$ cat src/design/wsa_pkg.sv
// wsa_pkg: shared constants and types for the waveform statistics block
// no dependencies
package wsa_pkg;
    localparam int MaxSamplesDefault = 4096;
    localparam int SampleBitsDefault = 16;
    localparam int TagW = 8;
    localparam int OutW = 16;
    localparam int ClipW = 13;
    localparam int ThrW = 15;
    localparam int VW = 16;
    localparam logic [ThrW-1:0] ClipThrReset = 15'd25300;
    localparam logic [VW-1:0] VMinReset = 16'd20700;
    localparam logic [VW-1:0] VMaxReset = 16'd25300;
    localparam logic [1:0] RegClip = 2'd0;
    localparam logic [1:0] RegVMin = 2'd1;
    localparam logic [1:0] RegVMax = 2'd2;

    typedef struct packed {
        logic accum;    // accumulate the input sample
        logic finish;   // latch record and clear accumulators
        logic start;    // start divide and square root
        logic emit;     // load output register
    } wsa_cmd_t;

    typedef struct packed {
        logic div_done;
        logic sqrt_done;
    } wsa_status_t;
endpackage

$ cat src/design/wsa_dp.sv
// wsa_dp: accumulators, serial divider for mean and mean square, serial square root
// depends on wsa_pkg
module wsa_dp import wsa_pkg::*; #(
    parameter int MAX_SAMPLES = MaxSamplesDefault,
    parameter int SAMPLE_BITS = SampleBitsDefault
) (
    input  logic                          clk,
    input  logic                          rst_n,
    input  wsa_cmd_t                      cmd,
    output wsa_status_t                   status,
    input  logic signed [SAMPLE_BITS-1:0] sample,
    input  logic [TagW-1:0]               phase_tag,
    input  logic [ThrW-1:0]               clip_thr,
    input  logic [VW-1:0]                 v_min,
    input  logic [VW-1:0]                 v_max,
    output logic [TagW-1:0]               r_label,
    output logic [OutW-1:0]               r_mean,
    output logic [OutW-1:0]               r_p2p,
    output logic [OutW-1:0]               r_rms,
    output logic [ClipW-1:0]              r_clip,
    output logic                          r_comp,
    output logic                          r_ovf
);
    localparam int CW = $clog2(MAX_SAMPLES + 1);
    localparam int SW = SAMPLE_BITS + CW;
    localparam int QW = 2 * SAMPLE_BITS + CW;     // sum of squares width
    localparam int RW = (QW + 1) / 2;             // root width
    localparam int QCW = $clog2(QW + 1);
    localparam int RCW = $clog2(RW + 1);
    localparam logic [CW-1:0] MaxCnt = CW'(MAX_SAMPLES);

    logic signed [SW-1:0] sum_reg;
    logic [QW-1:0] sq_reg;
    logic signed [SAMPLE_BITS-1:0] min_reg, max_reg;
    logic [CW-1:0] cnt_reg, clipc_reg;
    logic ovf_reg;

    // accumulation
    logic acc_ok;
    logic [SAMPLE_BITS-1:0] mag;
    logic signed [SW-1:0] sum_next;
    logic [QW-1:0] sq_next;
    logic signed [SAMPLE_BITS-1:0] min_next, max_next;
    logic [CW-1:0] cnt_next, clipc_next;
    logic ovf_next;

    always_comb
    begin
        acc_ok = cnt_reg != MaxCnt;
        mag = sample[SAMPLE_BITS-1] ? SAMPLE_BITS'(-sample) : SAMPLE_BITS'(sample);
        sum_next = sum_reg;
        sq_next = sq_reg;
        min_next = min_reg;
        max_next = max_reg;
        cnt_next = cnt_reg;
        clipc_next = clipc_reg;
        ovf_next = ovf_reg;
        if (acc_ok)
        begin
            sum_next = sum_reg + SW'(sample);
            sq_next = sq_reg + QW'(mag * mag);
            if (cnt_reg == '0 || sample < min_reg)
                min_next = sample;
            if (cnt_reg == '0 || sample > max_reg)
                max_next = sample;
            cnt_next = cnt_reg + 1'b1;
            if ({1'b0, mag} > (SAMPLE_BITS + 1)'(clip_thr))
                clipc_next = clipc_reg + 1'b1;
        end
        else
            ovf_next = 1'b1;
    end

    // latched record
    logic signed [SW-1:0] lsum_reg;
    logic [QW-1:0] lsq_reg;
    logic [SAMPLE_BITS:0] lp2p_reg;
    logic [CW-1:0] lcnt_reg, lclip_reg;
    logic lovf_reg;
    logic [TagW-1:0] ltag_reg;

    always_ff @(posedge clk or negedge rst_n)
    begin
        if (!rst_n)
        begin
            sum_reg <= '0;
            sq_reg <= '0;
            min_reg <= '0;
            max_reg <= '0;
            cnt_reg <= '0;
            clipc_reg <= '0;
            ovf_reg <= 1'b0;
        end
        else if (cmd.finish)
        begin
            sum_reg <= '0;
            sq_reg <= '0;
            min_reg <= '0;
            max_reg <= '0;
            cnt_reg <= '0;
            clipc_reg <= '0;
            ovf_reg <= 1'b0;
        end
        else if (cmd.accum)
        begin
            sum_reg <= sum_next;
            sq_reg <= sq_next;
            min_reg <= min_next;
            max_reg <= max_next;
            cnt_reg <= cnt_next;
            clipc_reg <= clipc_next;
            ovf_reg <= ovf_next;
        end
    end

    always_ff @(posedge clk)
    begin
        if (cmd.finish)
        begin
            lsum_reg <= sum_next;
            lsq_reg <= sq_next;
            lp2p_reg <= (SAMPLE_BITS + 1)'(max_next) - (SAMPLE_BITS + 1)'(min_next);
            lcnt_reg <= cnt_next;
            lclip_reg <= clipc_next;
            lovf_reg <= ovf_next;
            ltag_reg <= phase_tag;
        end
    end

    // restoring divider, one quotient bit per cycle, shared for both quotients
    logic [QW-1:0] dq_reg;
    logic [CW:0] drem_reg;
    logic [QCW-1:0] dcnt_reg;
    logic dsel_reg;               // 0: mean of |sum|, 1: mean square
    logic dbusy_reg;
    logic [SW-1:0] mean_mag_reg;
    logic mneg_reg;
    logic [QW-1:0] msq_reg;
    logic [CW:0] dtrial;
    logic [CW:0] dsub;
    logic [SW-1:0] abs_sum;

    assign abs_sum = lsum_reg[SW-1] ? SW'(-lsum_reg) : SW'(lsum_reg);

    always_comb
    begin
        dtrial = {drem_reg[CW-1:0], dq_reg[QW-1]};
        dsub = dtrial - {1'b0, lcnt_reg};
    end

    logic sq_start;
    always_ff @(posedge clk or negedge rst_n)
    begin
        if (!rst_n)
        begin
            dbusy_reg <= 1'b0;
            dsel_reg <= 1'b0;
            dcnt_reg <= '0;
            sq_start <= 1'b0;
        end
        else
        begin
            sq_start <= dbusy_reg && dsel_reg && (dcnt_reg == QCW'(1));
            if (cmd.start)
            begin
                dbusy_reg <= 1'b1;
                dsel_reg <= 1'b0;
                dcnt_reg <= QCW'(QW);
                dq_reg <= QW'(abs_sum);
                drem_reg <= '0;
                mneg_reg <= lsum_reg[SW-1];
            end
            else if (dbusy_reg)
            begin
                if (dcnt_reg == QCW'(1) && !dsel_reg)
                begin
                    // mean done, move on to the mean square
                    mean_mag_reg <= SW'({dq_reg[QW-2:0], !dsub[CW]});
                    dsel_reg <= 1'b1;
                    dcnt_reg <= QCW'(QW);
                    dq_reg <= lsq_reg;
                    drem_reg <= '0;
                end
                else
                begin
                    if (!dsub[CW])
                    begin
                        drem_reg <= dsub;
                        dq_reg <= {dq_reg[QW-2:0], 1'b1};
                    end
                    else
                    begin
                        drem_reg <= dtrial;
                        dq_reg <= {dq_reg[QW-2:0], 1'b0};
                    end
                    dcnt_reg <= dcnt_reg - 1'b1;
                    if (dcnt_reg == QCW'(1))
                    begin
                        msq_reg <= {dq_reg[QW-2:0], !dsub[CW]};
                        dbusy_reg <= 1'b0;
                    end
                end
            end
        end
    end
    assign status.div_done = dbusy_reg && dsel_reg && (dcnt_reg == QCW'(1));

    // digit-by-digit square root, one result bit per cycle
    logic [QW+1:0] sx_reg;
    logic [RW-1:0] sr_reg;
    logic [RW+1:0] srem_reg;
    logic [RCW-1:0] scnt_reg;
    logic sbusy_reg;
    logic [RW+1:0] strial, ssub;

    always_comb
    begin
        strial = {srem_reg[RW-1:0], sx_reg[QW+1:QW]};
        ssub = strial - {sr_reg, 2'b01};
    end

    always_ff @(posedge clk or negedge rst_n)
    begin
        if (!rst_n)
        begin
            sbusy_reg <= 1'b0;
            scnt_reg <= '0;
        end
        else if (sq_start)
        begin
            sbusy_reg <= 1'b1;
            scnt_reg <= RCW'(RW);
            sx_reg <= (QW + 2)'(msq_reg) << ((2 * RW) - QW);
            sr_reg <= '0;
            srem_reg <= '0;
        end
        else if (sbusy_reg)
        begin
            sx_reg <= sx_reg << 2;
            if (!ssub[RW+1])
            begin
                srem_reg <= ssub;
                sr_reg <= {sr_reg[RW-2:0], 1'b1};
            end
            else
            begin
                srem_reg <= strial;
                sr_reg <= {sr_reg[RW-2:0], 1'b0};
            end
            scnt_reg <= scnt_reg - 1'b1;
            if (scnt_reg == RCW'(1))
                sbusy_reg <= 1'b0;
        end
    end
    assign status.sqrt_done = sbusy_reg && (scnt_reg == RCW'(1));

    // results
    logic [SW-1:0] mean_s;
    assign mean_s = mneg_reg ? SW'(-mean_mag_reg) : mean_mag_reg;
    assign r_label = ltag_reg;
    assign r_mean = OutW'(mean_s);
    assign r_p2p = OutW'(lp2p_reg);
    assign r_rms = OutW'(sr_reg);
    assign r_clip = ClipW'(lclip_reg);
    assign r_comp = ((RW + VW)'(sr_reg) >= (RW + VW)'(v_min))
                 && ((RW + VW)'(sr_reg) <= (RW + VW)'(v_max));
    assign r_ovf = lovf_reg;
endmodule

$ cat config.mk
export PLATFORM = sky130hd
export DESIGN_NAME = wsa_dp
export DESIGN_NICKNAME = d
export VERILOG_FILES = /design/src/design/wsa_pkg.sv /design/src/design/wsa_dp.sv
export SDC_FILE = /design/constraint.sdc
export NUM_CORES = 2
export LEC_CHECK = 0
export ABC_AREA = 1
export ABC_CLOCK_PERIOD_IN_PS = 7200
export BUFFER_PORTS_ARGS = -buffer_cell sky130_fd_sc_hd__buf_2
export CAP_MARGIN = 20
export CORE_MARGIN = 5
export CORE_UTILIZATION = 65
export DETAILED_ROUTE_END_ITERATION = 8
export PLACE_DENSITY = 0.8
export SLEW_MARGIN = 25
export SYNTH_ARGS = -nofsm -noshare
export SYNTH_HDL_FRONTEND = slang
export SYNTH_SLANG_ARGS = --single-unit
$ cat constraint.sdc
create_clock -name clk -period 7.2 [get_ports clk]
set_clock_uncertainty 0.05 [all_clocks]
set_input_delay 0 -clock clk [delete_from_list [all_inputs] [get_ports clk]]
set_output_delay 0 -clock clk [all_outputs]
set_load 0.01 [all_outputs]
## Yosys cells after proc, flatten, opt, wreduce, memory -nomap -nowiden

Index checks and enable logic that the tools add are counted.

| operators by class | value |
|---|---|
| add/sub/neg operators | 12 |
| multipliers | 1 |
| div/mod/pow operators | 0 |
| $lt $le $gt $ge | 5 |
| equality and inequality tests | 3 |
| shifts and indexed selects | 0 |
| muxes and demuxes | 55 |
| bitwise operators | 2 |
| reductions and logical operators | 20 |

Operators with widths:

| operator | number |
|---|---|
| 2-to-1 mux 45 bit | 5 |
| 2-to-1 mux 16 bit | 10 |
| 2-to-1 mux 29 bit | 5 |
| 2-to-1 mux 13 bit | 7 |
| 2-to-1 mux 25 bit | 2 |
| 2-to-1 mux 47 bit | 1 |
| 2-to-1 mux 46 bit | 1 |
| adder 45 x 32 -> 45 bit | 1 |
| 2-to-1 mux 14 bit | 3 |
| multiplier 16 x 16 -> 32 bit | 1 |
| negator 16 bit | 2 |
| adder 29 x 16 -> 29 bit | 1 |
| negator 29 bit | 1 |
| adder 13 x 1 -> 13 bit (second input constant) | 2 |
| subtractor 25 bit | 1 |
| greater-or-equal comparator 23 x 16 -> 1 bit | 1 |
| <= comparator 23 x 16 -> 1 bit | 1 |
| 2-to-1 mux 23 bit | 1 |
| 2-to-1 mux 6 bit | 3 |
| > comparator 16 x 15 -> 1 bit | 1 |
| > comparator 16 bit | 1 |
| < comparator 16 bit | 1 |
| subtractor 16 bit | 1 |
| 2-to-1 mux 1 bit | 15 |
| 16 further kinds | 30 |

| storage, ports and cells | value |
|---|---|
| bits in registers | 489 |
| latch bits | 0 |
| bits in writable memories | 0 |
| ROM bits | 0 |
| input bits | 77 |
| output and inout port bits | 73 |
| word-level logic and storage cells | 128 |
| memories | 0 |

## Logic depth before layout (Yosys ltp)

| depth | value |
|---|---|
| word-level depth | 7 |
| gate-level depth with buffers | 40 |
| mapped depth without buffers | 38 |

## Worst setup path after synthesis

OpenSTA, ideal clock, no wires.

| timing path | value |
|---|---|
| path type | input port to flip-flop |
| start point | input port sample[0] |
| end point | register lsq_reg[21] (data pin) |
| library setup time | 0.271 ns |
| data arrival time | 6.556 ns |
| required time | 6.879 ns |
| setup slack | 0.324 ns |
| stages on the path | 31 |
| buffers on the path | 2 |
| path through | inv_2 clkbuf_1 ha_1 inv_1 nor2_1 nand3_1 nor3_2 nand2_1 o31ai_1 xor2_1 buf_4 nor2_1 inv_1 fa_1 inv_1 fa_1 inv_1 fa_1 inv_1 fa_1 fa_1 inv_1 fa_1 inv_1 ha_1 a21oi_1 a21boi_0 o21ai_0 a211oi_1 xor2_1 a21boi_0 |

| between the ends | value |
|---|---|
| longest elaborated chain between the ends | 5 |

RTL lines:

| element | RTL line | RTL |
|---|---|---|
| from (decl) | wsa_dp.sv:11 | `input logic signed [SAMPLE_BITS-1:0] sample,` |
| negator 16 bit | wsa_dp.sv:50 | `mag = sample[SAMPLE_BITS-1] ? SAMPLE_BITS'(-sample) : SAMPLE_BITS'(sample);` |
| 2-to-1 mux 16 bit * | wsa_dp.sv:50 |  |
| multiplier 16 x 16 -> 32 bit * | wsa_dp.sv:61 | `sq_next = sq_reg + QW'(mag * mag);` |
| adder 45 x 32 -> 45 bit * | wsa_dp.sv:61 |  |
| 2-to-1 mux 45 bit * | wsa_dp.sv:58 | `if (acc_ok)` |
| named net sq_next[21] | wsa_dp.sv:42 | `logic [QW-1:0] sq_next;` |
| to (signal assigned) | wsa_dp.sv:121 | `lsq_reg <= sq_next;` |
| to (decl) | wsa_dp.sv:76 | `logic [QW-1:0] lsq_reg;` |

Mark *: on every way through the listed nets, which the timed path passes. The rest lies on a longest branch.
A chain may end at the register's enable or synchronous reset.

## Final worst setup path

| timing path | value |
|---|---|
| start point | input port sample[3] |
| end point | register sq_reg[22] |

| between the ends | value |
|---|---|
| longest elaborated chain between the ends | 7 |

RTL lines:

| element | RTL line | RTL |
|---|---|---|
| negator 16 bit | wsa_dp.sv:50 |  |
| 2-to-1 mux 16 bit * | wsa_dp.sv:50 |  |
| multiplier 16 x 16 -> 32 bit * | wsa_dp.sv:61 |  |
| adder 45 x 32 -> 45 bit * | wsa_dp.sv:61 |  |
| 2-to-1 mux 45 bit * | wsa_dp.sv:58 |  |
| 2-to-1 mux 45 bit * | wsa_dp.sv:104 | `else if (cmd.accum)` |
| 2-to-1 mux 45 bit * | wsa_dp.sv:94 | `else if (cmd.finish)` |
| to (signal assigned) | wsa_dp.sv:107 | `sq_reg <= sq_next;` |
| to (decl) | wsa_dp.sv:33 | `logic [QW-1:0] sq_reg;` |

Every way passes the cells marked *; elsewhere a longest branch is shown, timed or not. The select of a mux whose other input is x is not followed.

==> impl_metrics.tcl <==
set metrics [dict create \
    min-delay-start "phase_tag[1]" \
    dp_hpwl_microns 68300 \
    status "complete, no violations" \
    cts_max_level 2 \
    fin_ws_ns 0.289 \
    synthFlopType "edfxtp_1" \
    hold-worst-slack_ns 0.0558 \
    grtUsageMet1 0.430 \
    crit_fanout 5 \
    syn-instance-count 4310 \
    syn_avg_cell_area_sq_um 8.50 \
    busiest_layer "met2" \
    stdcell_area_sq_um 40900 \
    hp-class "primary input to flop" \
    antenna_found_initial 0 \
    clk_latency_ns 0.62 \
    drv_cap 0 \
    start_kind "primary input" \
    largest_reg_flops 47 \
    ys_top_cells_by_area "edfxtp_1 28%, fa_1 11%, dfrtp_1 10%, ha_1 9.3%, nand2_1 9.0%" \
    clock-sinks 486 \
    grt_pass1_wl_microns 151000 \
    final_util 0.730 \
    rsz0062_at_grt "false" \
    use_met2 0.491 \
    slowest_delay_ns 0.55 \
    finalSetupViolCount 0 \
    vias 30253 \
    drv_slew 0 \
    synth_top_area_cell "edfxtp_1" \
    yosysUniqueCellTypes 63 \
    required_ns 7.67 \
    yosysSeqAreaShare 0.378 \
    cts_tree "built" \
    critPathCaptureType "flop" \
    post-place-ws_ns -0.180 \
    nFillCells 4161 \
    fin_nets 5071 \
    grtUsageTotal 0.304 \
    ant_nets 0 \
    drt_iter0_drc 2569 \
    overflow 0 \
    io_pins 150 \
    placementRows 87 \
    period_needed_ns 6.91 \
    rr_startpoint "sq_reg[8]" \
    fmax_mhz 145 \
    first_global_vias 29567 \
    worst_slew_margin_rel 0.303 \
    core_sq_um 56100 \
    post-route-period-util 0.960 \
    routed_wl_microns 92700 \
    synth_edf_count 338 \
    synth_top_area_frac 0.277 \
    diodes 0 \
    die_w_microns 247 \
    max-clock-path-buffers 3 \
    grt_max_degree 78 \
    hold_violations 0 \
    die_height_microns 247 \
    post-route-drc-count 0 \
    cts_made_buffers 51 \
    crit_type "primary input to flop" \
    synthArstFlopShare 0.305 \
    syn_area_sq_um 36600 \
    ys_warn_count 0 \
    drive_above_1_share 0.0977 \
    io_buffers 148 \
    die_area_sq_um 61200 \
    syn_to_final_growth_pct 11.8 \
    vias_per_cell 5.68 \
    initial_core_util 0.653 \
    worst_slew_pin_slew_ns 1.04 \
    slowest_stage "fa_1" \
    wl_per_cell_microns 17.4 \
    place_area_sq_um 38600 \
    startpoint "sample[3]" \
    crit_top_cell "fa_1" \
    cp.arrival_ns 7.38 \
    routabilityCongestion 0.960 \
    root_buffer "clkbuf_16" \
    clk_pin_slew_ns 0.07 \
    met3_usage 0.0355 \
    synth-seq-cells 486 \
    drt-pass1-iter-count 6 \
]
==> cell usage in the layout, fill, tap and decap left out, drive strengths merged, types with 15 or more instances in the layout <==
cell	count
a21o	15
a21oi	191
a22o	45
buf	254
clkbuf	58
clkinv	26
dfrtp	148
dlygate4sd3	29
edfxtp	338
fa	198
ha	273
inv	826
nand2	887
nand3	171
nand3b	15
nand4	40
nor2	318
nor3	51
nor4	16
o211ai	19
o21ai	313
o22ai	99
or2	23
xnor2	37
xor2	80
==> cell usage after synthesis (all sizes together) (16+ instances only) <==
| cell type | instances |
|---|---|
| edfxtp | 338 |
| fa | 198 |
| o22ai | 99 |
| nor4 | 16 |
| nor2 | 318 |
| a21oi | 191 |
| nand2 | 887 |
| clkbuf | 92 |
| inv | 822 |
| xnor2 | 37 |
| dfrtp | 148 |
| buf | 40 |
| nor3 | 51 |
| nand4 | 40 |
| a22o | 45 |
| o211ai | 19 |
| or2 | 23 |
| nand3 | 171 |
| xor2 | 80 |
| ha | 273 |
| o21ai | 313 |
==> final timing paths <==
kind	endpoint	slack, ns	depth (start not counted)
setup / recovery	sq_reg[22]	0.29	33
hold / removal	r_label[1]	0.06	2
setup reg to reg	sq_reg[39]	2.43	21
hold reg to reg	msq_reg[27]	0.40	0
max in group asynchronous	clipc_reg[12]	5.67	4
min in group asynchronous	sum_reg[20]	0.41	3
==> cells by family after synthesis <==
| logic type | Yosys count | synth area share |
|---|---|---|
| XOR/XNOR | 117 | 0.0286 |
| buffers and inverters | 959 | 0.101 |
| multiplexers | 1 | 0.000273 |
| flip-flops | 486 | 0.378 |
| AO/OA/AOI/OAI | 738 | 0.116 |
| adder cells (fa/ha/maj) | 471 | 0.201 |
| AND/OR/NAND/NOR | 1536 | 0.175 |
| other | 2 | 0.000205 |
==> worst max-delay path: cells and delay by family <==
kind            cells  cell delay, ns
buf+inv             9            1.40
xor+xnor            1            0.15
simple gates       11            1.51
compound gates      5            0.87
fa+ha+maj           7            3.43
==> final cells by class <==
type / instances / area (sq um) / area share
multi-input cells: 2874 / 19300 / 0.472
repair buffers: 283 / 1870 / 0.0456
flip-flops and latches: 486 / 13900 / 0.338
clock inverters: 38 / 494 / 0.0121
well taps: 756 / 946 / 0.0231
inverters: 827 / 3100 / 0.0758
clock buffers: 58 / 1350 / 0.0331
==> repair_timing <==
action                     4_1_cts  5_1_grt
hold buffers                    30        0
setup buffers                    0        2
setup endpoints to repair        0       57
hold endpoints to repair       167        0
gates resized for setup          0       35
==> metal layers <==
layer / vias to the layer above / wire [microns]
li1: 14446 / -
met1: 14306 / 39000
met2: 1275 / 43000
met3: 226 / 7040
met4: 0 / 3700
met5: - / 0
==> metrics by stage <==
step	TNS [ns]	std cells
finish	0	5322
CTS	0	5320
floorplan	0	4319
detailed placement	-1.38	5194
global placement	0	5194
global route	0	5322
Power is left out: the tool's default activity adds up to more than one toggle a clock period on the data nets, which glitch-free logic cannot reach.
