### src/design/wsa_pkg.sv
// wsa_pkg: shared constants and types for the waveform statistics block
// no dependencies
package wsa_pkg;
    localparam int MaxSamplesDefault = 4096;
    localparam int SampleBitsDefault = 16;
    localparam int TagW = 8;
    localparam int OutW = 16;
    localparam int ClipW = 13;
    localparam int ThrW = 15;
    localparam int VW = 16;
    localparam logic [ThrW-1:0] ClipThrReset = 15'd25300;
    localparam logic [VW-1:0] VMinReset = 16'd20700;
    localparam logic [VW-1:0] VMaxReset = 16'd25300;
    localparam logic [1:0] RegClip = 2'd0;
    localparam logic [1:0] RegVMin = 2'd1;
    localparam logic [1:0] RegVMax = 2'd2;

    typedef struct packed {
        logic accum;    // accumulate the input sample
        logic finish;   // latch record and clear accumulators
        logic start;    // start divide and square root
        logic emit;     // load output register
    } wsa_cmd_t;

    typedef struct packed {
        logic div_done;
        logic sqrt_done;
    } wsa_status_t;
endpackage

### src/design/wsa_ctrl.sv
// wsa_ctrl: record sequencer, accumulate / finish / compute / emit
// depends on wsa_pkg
module wsa_ctrl import wsa_pkg::*; (
    input  logic        clk,
    input  logic        rst_n,
    input  logic        in_valid,
    input  logic        in_last,
    output logic        in_ready,
    input  logic        out_busy,
    input  wsa_status_t status,
    output wsa_cmd_t    cmd
);
    typedef enum logic [1:0] {S_ACC, S_START, S_CALC, S_EMIT} state_t;
    state_t state_reg;
    logic div_ok_reg, sqrt_ok_reg;

    assign in_ready = (state_reg == S_ACC);

    always_comb
    begin
        cmd.accum  = in_ready && in_valid;
        cmd.finish = in_ready && in_valid && in_last;
        cmd.start  = (state_reg == S_START);
        cmd.emit   = (state_reg == S_EMIT) && !out_busy;
    end

    always_ff @(posedge clk or negedge rst_n)
    begin
        if (!rst_n)
        begin
            state_reg <= S_ACC;
            div_ok_reg <= 1'b0;
            sqrt_ok_reg <= 1'b0;
        end
        else
        begin
            unique case (state_reg)
                S_ACC:
                begin
                    if (in_valid && in_last)
                        state_reg <= S_START;
                end
                S_START:
                begin
                    div_ok_reg <= 1'b0;
                    sqrt_ok_reg <= 1'b0;
                    state_reg <= S_CALC;
                end
                S_CALC:
                begin
                    if (status.div_done)
                        div_ok_reg <= 1'b1;
                    if (status.sqrt_done)
                        sqrt_ok_reg <= 1'b1;
                    if ((div_ok_reg || status.div_done) && (sqrt_ok_reg || status.sqrt_done))
                        state_reg <= S_EMIT;
                end
                S_EMIT:
                begin
                    if (!out_busy)
                        state_reg <= S_ACC;
                end
                default: state_reg <= S_ACC;
            endcase
        end
    end
endmodule

### config.mk
export PLATFORM = sky130hd
export DESIGN_NAME = wsa_ctrl
export DESIGN_NICKNAME = d
export VERILOG_FILES = /design/src/design/wsa_pkg.sv /design/src/design/wsa_ctrl.sv
export SDC_FILE = /design/constraint.sdc
export NUM_CORES = 1
export LEC_CHECK = 0
export ABC_AREA = 1
export BUFFER_PORTS_ARGS = -buffer_cell sky130_fd_sc_hd__buf_2
export CAP_MARGIN = 15
export CORE_AREA = 5 5 42 44
export CTS_CLUSTER_DIAMETER = 120
export CTS_CLUSTER_SIZE = 14
export DETAILED_ROUTE_END_ITERATION = 8
export DIE_AREA = 0 0 47 49
export PLACE_DENSITY = 0.5
export SETUP_SLACK_MARGIN = 0.2
export SLEW_MARGIN = 20
export SYNTH_ARGS = -nofsm -noshare
export SYNTH_HDL_FRONTEND = slang
export SYNTH_SLANG_ARGS = --single-unit
### constraint.sdc
create_clock -name clk -period 2.88 [get_ports clk]
set_input_delay 0 -clock clk [delete_from_list [all_inputs] [get_ports clk]]
set_output_delay 0 -clock clk [all_outputs]
set_load 0.03 [all_outputs]
# Word-level counts from Yosys, hierarchy flattened
# Index checks and enable logic that the tools add are counted.
# totals
input_bits	7
regBits	4
# classes
n_mux	8
n_eq_ne	8
reduce_logical	13
# ops
op	n
$ne 2x2->1 const B	4
$pmux 2 s4	1
$mux 2	3
$logic_and 1x1->1	5
$eq 2x2->1 const B	2
$pmux 1 s2	2
$reduce_and 2->1	2
$reduce_and 3->1	1
$eq 2x1->1 const B	1
$logic_not 2->1	1
$logic_or 1x1->1	2
$mux 1	2
$ne 2x1->1 const B	1
$reduce_bool 2->1	1
$logic_not 1->1	1

# Longest topological paths before layout
# Gate-level depths: netlist (run 1).
# depth
depth_word	4
depth_mapped	8
ltp_nobuf	8

# Worst setup path before layout (run 1)
# Ideal clock, no wire load.
# synth_timing
path_type	register -> output
start	register state_reg[0]
end	output port cmd[2] (netlist bit)
t_required_ns	2.880
setup_slack_ns	1.531
n_path_buf	0
stages_incl_launch_ff	5
t_arrival_ns	1.349
path_cell_list	dfrtp_1 -> inv_1 -> ha_1 -> inv_1 -> nor2_1
# synth_lines
item	line_no	rtl
start, declared	wsa_ctrl.sv:14	state_t state_reg;
start signal, assigned	wsa_ctrl.sv:31	state_reg <= S_ACC;
start signal, assigned	wsa_ctrl.sv:41	state_reg <= S_START;
start signal, assigned	wsa_ctrl.sv:47	state_reg <= S_CALC;
end, declared	wsa_ctrl.sv:11	output wsa_cmd_t cmd

==> metrics.md, run 1 <==
| Metric | Value |
|---|---|
| # diodes | `0` |
| Placed cells | `68` |
| Status | `completed` |
| Peak supply drop | `0.426 mV` |
| Area share of the largest cell type after synthesis | `between 30% and 40%` |
| Initial Utilization | `20.4%` |
| Fin crit period | `~1.3 ns` |
| Dpl ws | `1.69 ns` |
| H-tree Lvls | `1` |
| Synth Register Bits | `4` |
| Crit. End Element | `output port` |
| Gr ovfl total | `0` |
| Peak Freq | `about 770 MHz` |
| Worst slew pin tran | `roughly 0.15 ns` |
| Chip width | `47 µm` |
| Antenna Nets Post-Route | `0` |
| Final Cycle Share | `44.9%` |
| Final setup viols | `0` |
| Via/cell ratio | `roughly 4.0` |
| Sequential-to-total area share from yosys stat | `34.9%` |
| Largest net degree at the start of global routing | `6` |
| Post-CTS Setup Inserts | `0` |
| Area grow syn2layout | `37.6%` |
| Worst skew pair latency | `0.24 ns` |
| CTS Hold Bufs | `1` |
| Die area | `2300 µm²` |
| Fraction of layout cells with a size suffix above 1 | `around 30%` |
| Power Density | `1100 nW/µm²` |
| Gr usage total | `under 10%` |
| Area contributors post-synth | `dfrtp_1, nand2_1, ha_1` |
| NumNets Final | `69` |
| Number of core rows | `14` |
| Post-Syn Area | `287 µm²` |
| RSZ-0062 raised after global routing | `no` |
| Input/output buffers | `11` |
| WL/cell | `just under 8 µm` |
| Crit path kind | `reg -> out` |
| Placed cell area | `362 µm²` |
| Routed WL | `569 µm` |
| Most used DFF post-synth | `dfrtp_1` |
| Max reg flops | `2` |
| CP Launch Type | `flip-flop` |
| Area leader, netlist | `dfrtp_1` |
| Drt pass-1 iters | `4` |
| Hpwl dp | `461 µm` |
| Die height | `roughly 49 µm` |
| Vias in the first global route | `between 200 and 250` |
| Synth warn | `0` |
| Async set or reset register ratio after synthesis | `100%` |
| Mapped Avg Cell Area | `approximately 7.0 µm²` |
| Post-synth EDFFs | `0` |
| Vias | `285` |
| Worst path required time | `2.88 ns` |
| CTS Root Cell | `clkbuf_4` |
| Library cells used by synthesis | `10` |
| Path type of the worst min-delay path | `in -> reg` |
| IO Pins | `12` |
| Final instance area | `approximately 400 µm²` |
| CTS resizes | `0` |
| DRC | `0` |
| DRT iter0 DRCs | `4` |
| CTS tree | `done` |
| CP arrival | `between 1 and 1.5 ns` |
| Final Hold Viols | `0` |
| Slew headroom | `between 90% and 100%` |
| Core footprint | `1400 µm²` |
| Leakage power total | `0.000249 µW` |
| Synth cell count leaders | `nand2_1, inv_1, dfrtp_1, ha_1` |
| Most common cell in the netlist | `nand2_1` |
| Mapped Cells | `41` |
| Global-route wire length before repair | `931 µm` |
| Max-slew violations | `0` |
| Crit path max fanout | `5` |
| Num CTS Buffers | `3` |
| CTS Sinks | `4` |
| Number of antenna violations at the first check in global routing | `0` |
| GP Congestion | `about 0.68` |
| Syn_nets | `52` |
| Final Skew | `a little under 0.003 ns` |
| Clock Pin Slew Worst Setup and Hold Paths | `0.04 ns` |
| CTS max path bufs | `2` |
| Max-cap violations | `0` |
| Setup Total Neg Slack | `0 ns` |
| Final Util | `28.1%` |
| Final worst slack | `1.59 ns` |
| Non-filler cells, final | `72` |
==> kinds of logic (layout without fill, tap and decap cells) <==
kind of cell,count (synthesis),after routing,share of synthesized area (%)
AO/OA/AOI/OAI,2,2,3.49
adder cells (fa/ha/maj),4,4,17.5
flip-flops,4,4,34.9
AND/OR/NAND/NOR,21,21,31.0
buffers and inverters,10,25,13.1
==> cell usage in the layout, fill, tap and decap left out, types with 2 or more instances in the layout <==
cell	instances
nor2_1	2
inv_1	9
dfrtp_1	4
nand2_1	14
nand2_2	2
ha_1	4
clkbuf_4	3
o21ai_0	2
nand3_1	2
buf_2	11
==> layer usage <==
layer  global-route usage [%]  part of all wire [%]
met1                     6.24                    43
met2                     7.92                    44
met3                     5.90                    11
met4                     2.76                   1.6
met5                        0                     0
==> final timing paths <==
path / start / to / slack (ns) / depth (start not counted)
min in group asynchronous: rst_n / div_ok_reg / 0.09 / 2
max: state_reg[0] / cmd[2] / 1.59 / 5
min reg2reg: state_reg[1] / state_reg[1] / 0.53 / 2
max in group asynchronous: rst_n / state_reg[0] / 2.67 / 2
max reg2reg: state_reg[0] / state_reg[0] / 1.68 / 5
min: status[1] / div_ok_reg / 0.08 / 5
==> power by group <==
group          internal, µW  switching (µW)
Sequential             87.3            20.1
Combinational          90.4             165
Clock                  46.7            23.7
==> layout make-up <==
class,instances,area [µm²]
Clock buffer,3,22.5
Fill cell,167,1010
Inverter,10,37.5
Multi-Input combinational cell,27,149
Sequential cell,4,100
Tap cell,16,20.0
Timing Repair Buffer,12,65.1
==> worst max-delay path: stages, from the launching register on <==
cell and delay [ns]:
dfrtp_1 0.41, inv_1 0.10, ha_1 0.21, inv_1 0.05, nor2_1 0.08, buf_2 0.19
==> metrics by stage <==
step / hold WS (ns) / power (µW)
floorplan: -0.296 / 309
global placement: -0.191 / 369
detailed placement: -0.191 / 366
CTS: 0.0816 / 440
global route: 0.0851 / 482
finish: 0.0811 / 434
Note: power is estimated with default switching activity, not from simulation.
==> inputs of run 2 (changes only) <==
--- a/config.mk
+++ b/config.mk
@@ -13,7 +13,7 @@
 export CTS_CLUSTER_SIZE = 14
 export DETAILED_ROUTE_END_ITERATION = 8
 export DIE_AREA = 0 0 47 49
-export PLACE_DENSITY = 0.5
+export PLACE_DENSITY = 0.52
 export SETUP_SLACK_MARGIN = 0.2
 export SLEW_MARGIN = 20
 export SYNTH_ARGS = -nofsm -noshare
==> constraint.sdc (replaced) <==
create_clock -name clk -period 1.05 [get_ports clk]
set_input_delay 0 -clock clk [delete_from_list [all_inputs] [get_ports clk]]
set_output_delay 0 -clock clk [all_outputs]
set_load 0.03 [all_outputs]
==> run 2 against run 1 <==
The flow now finishes with violations (setup timing). Combinational power increased to 5.0 times the previous value. Global-route usage increased by 1.6 points. First-iteration DRC count shrank 100%. Critical path depth shrank 1. Clock power grew to 2.7 times the previous value. Register-to-register slack lost 1.8 ns. Sequential share of layout area fell by 7.4 points. Total power increased to 4.0 times the previous value. Utilization increased by 12 points. Non-clock buffer count grew 10. Sequential power increased to 2.7 times the previous value. Flip-flop and latch count stayed put. Largest power group unchanged. Highest routed layer unchanged.
==> metrics.md, run 2 (synthesized netlist as in run 1, its figures left out) <==
| Metric | Value |
|---|---|
| Max-cap violations | `0 (unchanged)` |
| FF-to-FF path depth | `5 (unchanged)` |
| Number of antenna violations at the first check in global routing | `0 (unchanged)` |
| CTS tree | `done (unchanged)` |
| NumNets Final | `79 (was 69)` |
| Num CTS Buffers | `3 (unchanged)` |
| Crit. End Element | `output port (unchanged)` |
| Vias in the first global route | `313 (was 243)` |
| Core footprint | `1400 µm² (unchanged)` |
| Slew headroom | `89.8% (was 90.0%)` |
| Routed WL | `703 µm (was 569 µm)` |
| Worst skew pair latency | `0.24 ns (about the same)` |
| IO Pins | `12 (unchanged)` |
| Clock Pin Slew Worst Setup and Hold Paths | `0.04 ns (about the same)` |
| Fraction of layout cells with a size suffix above 1 | `56.1% (was 30.4%)` |
| CP Launch Type | `flip-flop (unchanged)` |
| Setup Total Neg Slack | `-0.920 ns (was 0 ns)` |
| Most frequent cells in the layout | `nand2_1, buf_4, buf_2, inv_1 (was nand2_1, buf_2, inv_1, ha_1, dfrtp_1)` |
| Die area | `2300 µm² (unchanged)` |
| WHS | `0.0779 ns (was 0.0811 ns)` |
| Gr usage total | `7.61% (was 6.01%)` |
| Placed cells | `74 (was 68)` |
| Final worst slack | `-0.157 ns (was 1.59 ns)` |
| Final setup viols | `9 (was 0)` |
| Bufs and invs on worst path | `3 (unchanged)` |
| CP arrival | `1.21 ns (was 1.29 ns)` |
| Crit path kind | `reg -> out (unchanged)` |
| Slowest stage delay, CP | `0.40 ns (was 0.41 ns)` |
| Slowest cell on crit path | `dfrtp_1 (unchanged)` |
| Final Hold Viols | `0 (unchanged)` |
| Final Util | `39.7% (was 28.1%)` |
| Path type of the worst min-delay path | `in -> reg (unchanged)` |
| R2R setup slack | `-0.13 ns (was 1.68 ns)` |
| Drt pass-1 iters | `1 (was 4)` |
| Initial Utilization | `20.4% (unchanged)` |
| # diodes | `0 (unchanged)` |
| Input/output buffers | `11 (unchanged)` |
| Peak Freq | `829 MHz` |
| DRT iter0 DRCs | `0 (was 4)` |
| Chip width | `47 µm (unchanged)` |
| Worst path required time | `1.05 ns (was 2.88 ns)` |
| Non-filler cells, final | `82 (was 72)` |
| Max reg flops | `2 (unchanged)` |
| CP top delay family | `buffers and inverters (was flip-flops)` |
| Leakage power total | `0.000306 µW (was 0.000249 µW)` |
| RSZ-0062 raised after global routing | `yes (was no)` |
| Commonest non-fill, non-tap cell in the layout | `nand2_1 (unchanged)` |
| Crit path max fanout | `3 (was 5)` |
| CTS Root Cell | `clkbuf_4 (unchanged)` |
| Power Density | `3150 nW/µm² (was 1100 nW/µm²)` |
| Reg2reg start | `state_reg[1] (was state_reg[0])` |
| Final Skew | `0.00270 ns (was 0.00289 ns)` |
| Status | `finished with violations (was completed)` |
| Fin crit period | `1.21 ns` |
| Final Cycle Share | `115%` |
| Antenna Nets Post-Route | `0 (unchanged)` |
| Global-route wire length before repair | `1.21 mm (was 931 µm)` |
| Area grow syn2layout | `94.3% (was 37.6%)` |
| Reg-to-Reg End | `state_reg[0] (unchanged)` |
| Gr ovfl total | `0 (unchanged)` |
| CP dominant cell by count | `buf_4 (was inv_1)` |
| Hpwl dp | `540 µm (was 461 µm)` |
| Number of core rows | `14 (unchanged)` |
| Worst slew pin tran | `0.154 ns (was 0.148 ns)` |
| Hold endpoint | `div_ok_reg (unchanged)` |
| Vias | `326 (was 285)` |
| Largest net degree at the start of global routing | `5 (was 6)` |
| Min-delay src | `status[1] (unchanged)` |
| Die height | `49 µm (unchanged)` |
| Failing checks | `setup timing` |
| DRC | `0 (unchanged)` |
| CTS Sinks | `4 (unchanged)` |
| Max-slew violations | `0 (unchanged)` |
| Worst hold path stage count | `5 (unchanged)` |
| Peak supply drop | `0.939 mV (was 0.426 mV)` |
| CP cell instances | `buf_4 > buf_4 > ha_4 > buf_6 (was inv_1 > ha_1 > inv_1 > nor2_1 > buf_2)` |
| WL/cell | `8.57 µm (was 7.90 µm)` |
| H-tree Lvls | `1 (unchanged)` |
| Critical Path Source | `state_reg[0] (unchanged)` |
| Via/cell ratio | `3.98 (was 3.96)` |
| GP Congestion | `0.711 (was 0.679)` |
| CTS max path bufs | `2 (unchanged)` |
run 2: routing by layer:
layer / global-route usage (%) / wire length, µm
met5: 0 / 0
met4: 2.76 / 12
met3: 5.54 / 55
met2: 11.5 / 366
met1: 7.91 / 268
run 2: layout make-up:
type	instances	area, µm²
fill	158	845
multi-input combinational	27	209
timing repair buffer	22	165
sequential	4	100
inverter	10	40.0
clock buffer	3	22.5
tap	16	20.0
run 2: how the worst max path moves through the flow:
stage / end / depth (start not counted)
3_5_place_dp: state_reg[0] / 5
4_1_cts: cmd[3] / 6
3_3_place_gp: state_reg[0] / 8
2_1_floorplan: state_reg[0] / 5
6_report: cmd[1] / 4
5_1_grt: cmd[3] / 6
run 2: per-stage QoR:
| stage | power (µW) | setup WS, ns | area [µm²] |
|---|---|---|---|
| floorplan | 954 | -0.0344 | 317 |
| global placement | 1280 | -0.0611 | 437 |
| detailed placement | 1280 | -0.0853 | 437 |
| CTS | 1660 | -0.163 | 527 |
| global route | 1930 | -0.213 | 557 |
| finish | 1750 | -0.157 | 557 |
run 2: timing repair:
item	4_1_cts	5_1_grt
pin swaps	5	3
hold buffers	1	0
hold endpoints to repair	4	0
cloned	0	0
resized for setup	11	4
setup endpoints to repair	9	9
setup buffers	2	2
run 2: worst reg2reg max path: stages, from the launching register on:
cell and delay, ns:
dfrtp_1 0.41, buf_4 0.16, ha_4 0.16, or2_1 0.22
nand3_1 0.08, nand2_1 0.05
run 2: power by group:
group / switching (µW) / internal [µW] / total [µW]
registers: 54.4 / 239 / 294
clock network: 65.1 / 128 / 193
logic: 637 / 631 / 1270
total: 756 / 999 / 1750
==> inputs of run 3 (changes only) <==
--- a/config.mk
+++ b/config.mk
@@ -13,7 +13,7 @@
 export CTS_CLUSTER_SIZE = 14
 export DETAILED_ROUTE_END_ITERATION = 8
 export DIE_AREA = 0 0 47 49
-export PLACE_DENSITY = 0.52
+export PLACE_DENSITY = 0.5
 export SETUP_SLACK_MARGIN = 0.2
 export SLEW_MARGIN = 20
 export SYNTH_ARGS = -nofsm -noshare
==> constraint.sdc (replaced) <==
create_clock -name clk -period 1.3 [get_ports clk]
set_input_delay 0 -clock clk [delete_from_list [all_inputs] [get_ports clk]]
set_output_delay 0 -clock clk [all_outputs]
set_load 0.03 [all_outputs]
==> run 3 against run 2 <==
The run now ends clean. Sequential power shrank 19%. Worst setup slack gained 0.30 ns. Flip-flop and latch count is the same. Register-to-register slack gained 0.29 ns. Die area is the same. Via count shrank 14%. Total power shrank 38%. Global-route usage shrank 0.47 points. Clock skew grew 0.0015 ns. Sequential share of layout area grew 4.9 points. Non-clock buffer count shrank 10. Worst hold slack gained 0.00091 ns.
==> metrics.md, run 3 (synthesized netlist as in run 1, its figures left out) <==
| Metric | Value |
|---|---|
| Status | `completed (was finished with violations)` |
| Crit path max fanout | `5 (was 3)` |
| PnR Total Power | `1090 µW (was 1750 µW)` |
| Max-cap violations | `0 (unchanged)` |
| Non-filler cells, final | `72 (was 82)` |
| Fin crit period | `between 1 and 1.5 ns` |
| Largest net degree at the start of global routing | `6 (was 5)` |
| Final Util | `31.3% (was 39.7%)` |
| Worst path required time | `1.30 ns (was 1.05 ns)` |
| Hpwl dp | `520 µm (was 540 µm)` |
| Initial Utilization | `20.4% (unchanged)` |
| Worst hold path stage count | `5 (unchanged)` |
| Power Density | `2480 nW/µm² (was 3150 nW/µm²)` |
| CTS tree | `done (unchanged)` |
| Clock Pin Slew Worst Setup and Hold Paths | `0.04 ns (about the same)` |
| Via/cell ratio | `3.90 (was 3.98)` |
| Reg2reg start | `state_reg[0] (was state_reg[1])` |
| Gr usage total | `7.14% (was 7.61%)` |
| Num CTS Buffers | `3 (unchanged)` |
| Final setup viols | `0 (was 9)` |
| Min-delay src | `status[1] (unchanged)` |
| Antenna Nets Post-Route | `0 (unchanged)` |
| Final worst slack | `0.140 ns (was -0.157 ns)` |
| H-tree Lvls | `1 (unchanged)` |
| Input/output buffers | `11 (unchanged)` |
| Path type of the worst min-delay path | `in -> reg (unchanged)` |
| DRC | `0 (unchanged)` |
| Chip width | `47 µm (unchanged)` |
| Worst slew pin tran | `0.138 ns (was 0.154 ns)` |
| Commonest non-fill, non-tap cell in the layout | `nand2_1 (unchanged)` |
| Leakage power total | `0.000246 µW (was 0.000306 µW)` |
| Peak Freq | `about 860 MHz` |
| Number of antenna violations at the first check in global routing | `0 (unchanged)` |
| Final Skew | `0.00419 ns (was 0.00270 ns)` |
| Crit. End Element | `output port (unchanged)` |
| NumNets Final | `69 (was 79)` |
| # diodes | `0 (unchanged)` |
| Hold endpoint | `div_ok_reg (unchanged)` |
| Fraction of layout cells with a size suffix above 1 | `46.4% (was 56.1%)` |
| Area grow syn2layout | `52.8% (was 94.3%)` |
| Reg-to-Reg End | `state_reg[0] (unchanged)` |
| Gr ovfl total | `0 (unchanged)` |
| Placed cells | `68 (was 74)` |
| GP Congestion | `0.704 (was 0.711)` |
| CP arrival | `1.16 ns (was 1.21 ns)` |
| Die height | `49 µm (unchanged)` |
| Slew headroom | `90.7% (was 89.8%)` |
| Worst skew pair latency | `0.24 ns (about the same)` |
| Global-route wire length before repair | `1.12 mm (was 1.21 mm)` |
| Die area | `2300 µm² (unchanged)` |
| Max-slew violations | `0 (unchanged)` |
| R2R setup slack | `0.16 ns (was -0.13 ns)` |
| Final Cycle Share | `89.2%` |
| CTS max path bufs | `2 (unchanged)` |
| CTS Root Cell | `clkbuf_4 (unchanged)` |
| Number of core rows | `14 (unchanged)` |
| DRT iter0 DRCs | `2 (was 0)` |
| CTS Sinks | `4 (unchanged)` |
| Crit path kind | `reg -> out (unchanged)` |
| Max reg flops | `2 (unchanged)` |
| Final Hold Viols | `0 (unchanged)` |
| Setup Total Neg Slack | `0 ns (was -0.920 ns)` |
| Drt pass-1 iters | `2 (was 1)` |
| Routed WL | `631 µm (was 703 µm)` |
| Vias | `281 (was 326)` |
| Vias in the first global route | `298 (was 313)` |
| Most frequent cells in the layout | `nand2_1, buf_2, inv_2, inv_1, dfrtp_1 (was nand2_1, buf_4, buf_2, inv_1)` |
| CP Launch Type | `flip-flop (unchanged)` |
| RSZ-0062 raised after global routing | `yes (unchanged)` |
| Peak supply drop | `0.998 mV (was 0.939 mV)` |
| Dpl ws | `0.151 ns (was -0.0853 ns)` |
| Core footprint | `1400 µm² (unchanged)` |
| IO Pins | `12 (unchanged)` |
| WL/cell | `8.76 µm (was 8.57 µm)` |
| FF-to-FF path depth | `5 (unchanged)` |
run 3: timing repair:
item,in CTS,in global routing
hold buffers,1,0
setup endpoints to repair,6,7
hold endpoints to repair,4,0
setup buffers,0,0
pin swaps,3,3
gates resized for setup,8,3
run 3: layer usage:
metal | GRT usage, % | up-vias | wire length (µm)
li1 | - | 151 | -
met5 | 0 | - | 0
met2 | 9.73 | 9 | 288
met1 | 7.56 | 117 | 278
met4 | 6.91 | 0 | 31
met3 | 3.32 | 4 | 31
run 3: worst max-delay path by stage:
stage / startpoint / endpoint / slack (ns) / cells after the start
6_report: state_reg[0] / cmd[2] / 0.14 / 5
5_1_grt: state_reg[0] / cmd[2] / 0.08 / 5
4_1_cts: state_reg[0] / cmd[2] / 0.13 / 5
3_5_place_dp: state_reg[0] / state_reg[0] / 0.15 / 5
3_3_place_gp: state_reg[0] / state_reg[0] / 0.17 / 5
2_1_floorplan: state_reg[1] / state_reg[0] / 0.21 / 5
run 3: per-stage QoR:
stage / hold WS [ns] / cell area, µm²
final: 0.0788 / 438
after global routing: 0.115 / 438
after CTS: 0.0832 / 433
after detailed placement: -0.188 / 379
after global placement: -0.188 / 379
after floorplan: -0.296 / 304
run 3: where the power goes:
group / switching (µW) / internal [µW]
Sequential: 45.8 / 193
Clock: 56.1 / 104
Combinational: 405 / 281
run 3: cell type report:
class,count,area (µm²)
tap,16,20.0
multi-input combinational,27,171
timing repair buffer,12,86.3
clock buffer,3,22.5
inverter,10,37.5
sequential,4,100
fill,160,963
run 3: worst max-delay path, stage by stage, from the launching register on:
cell and delay, ns:
dfrtp_1 0.41, inv_2 0.10, ha_4 0.15, inv_2 0.04, nor2_2 0.08, buf_6 0.13
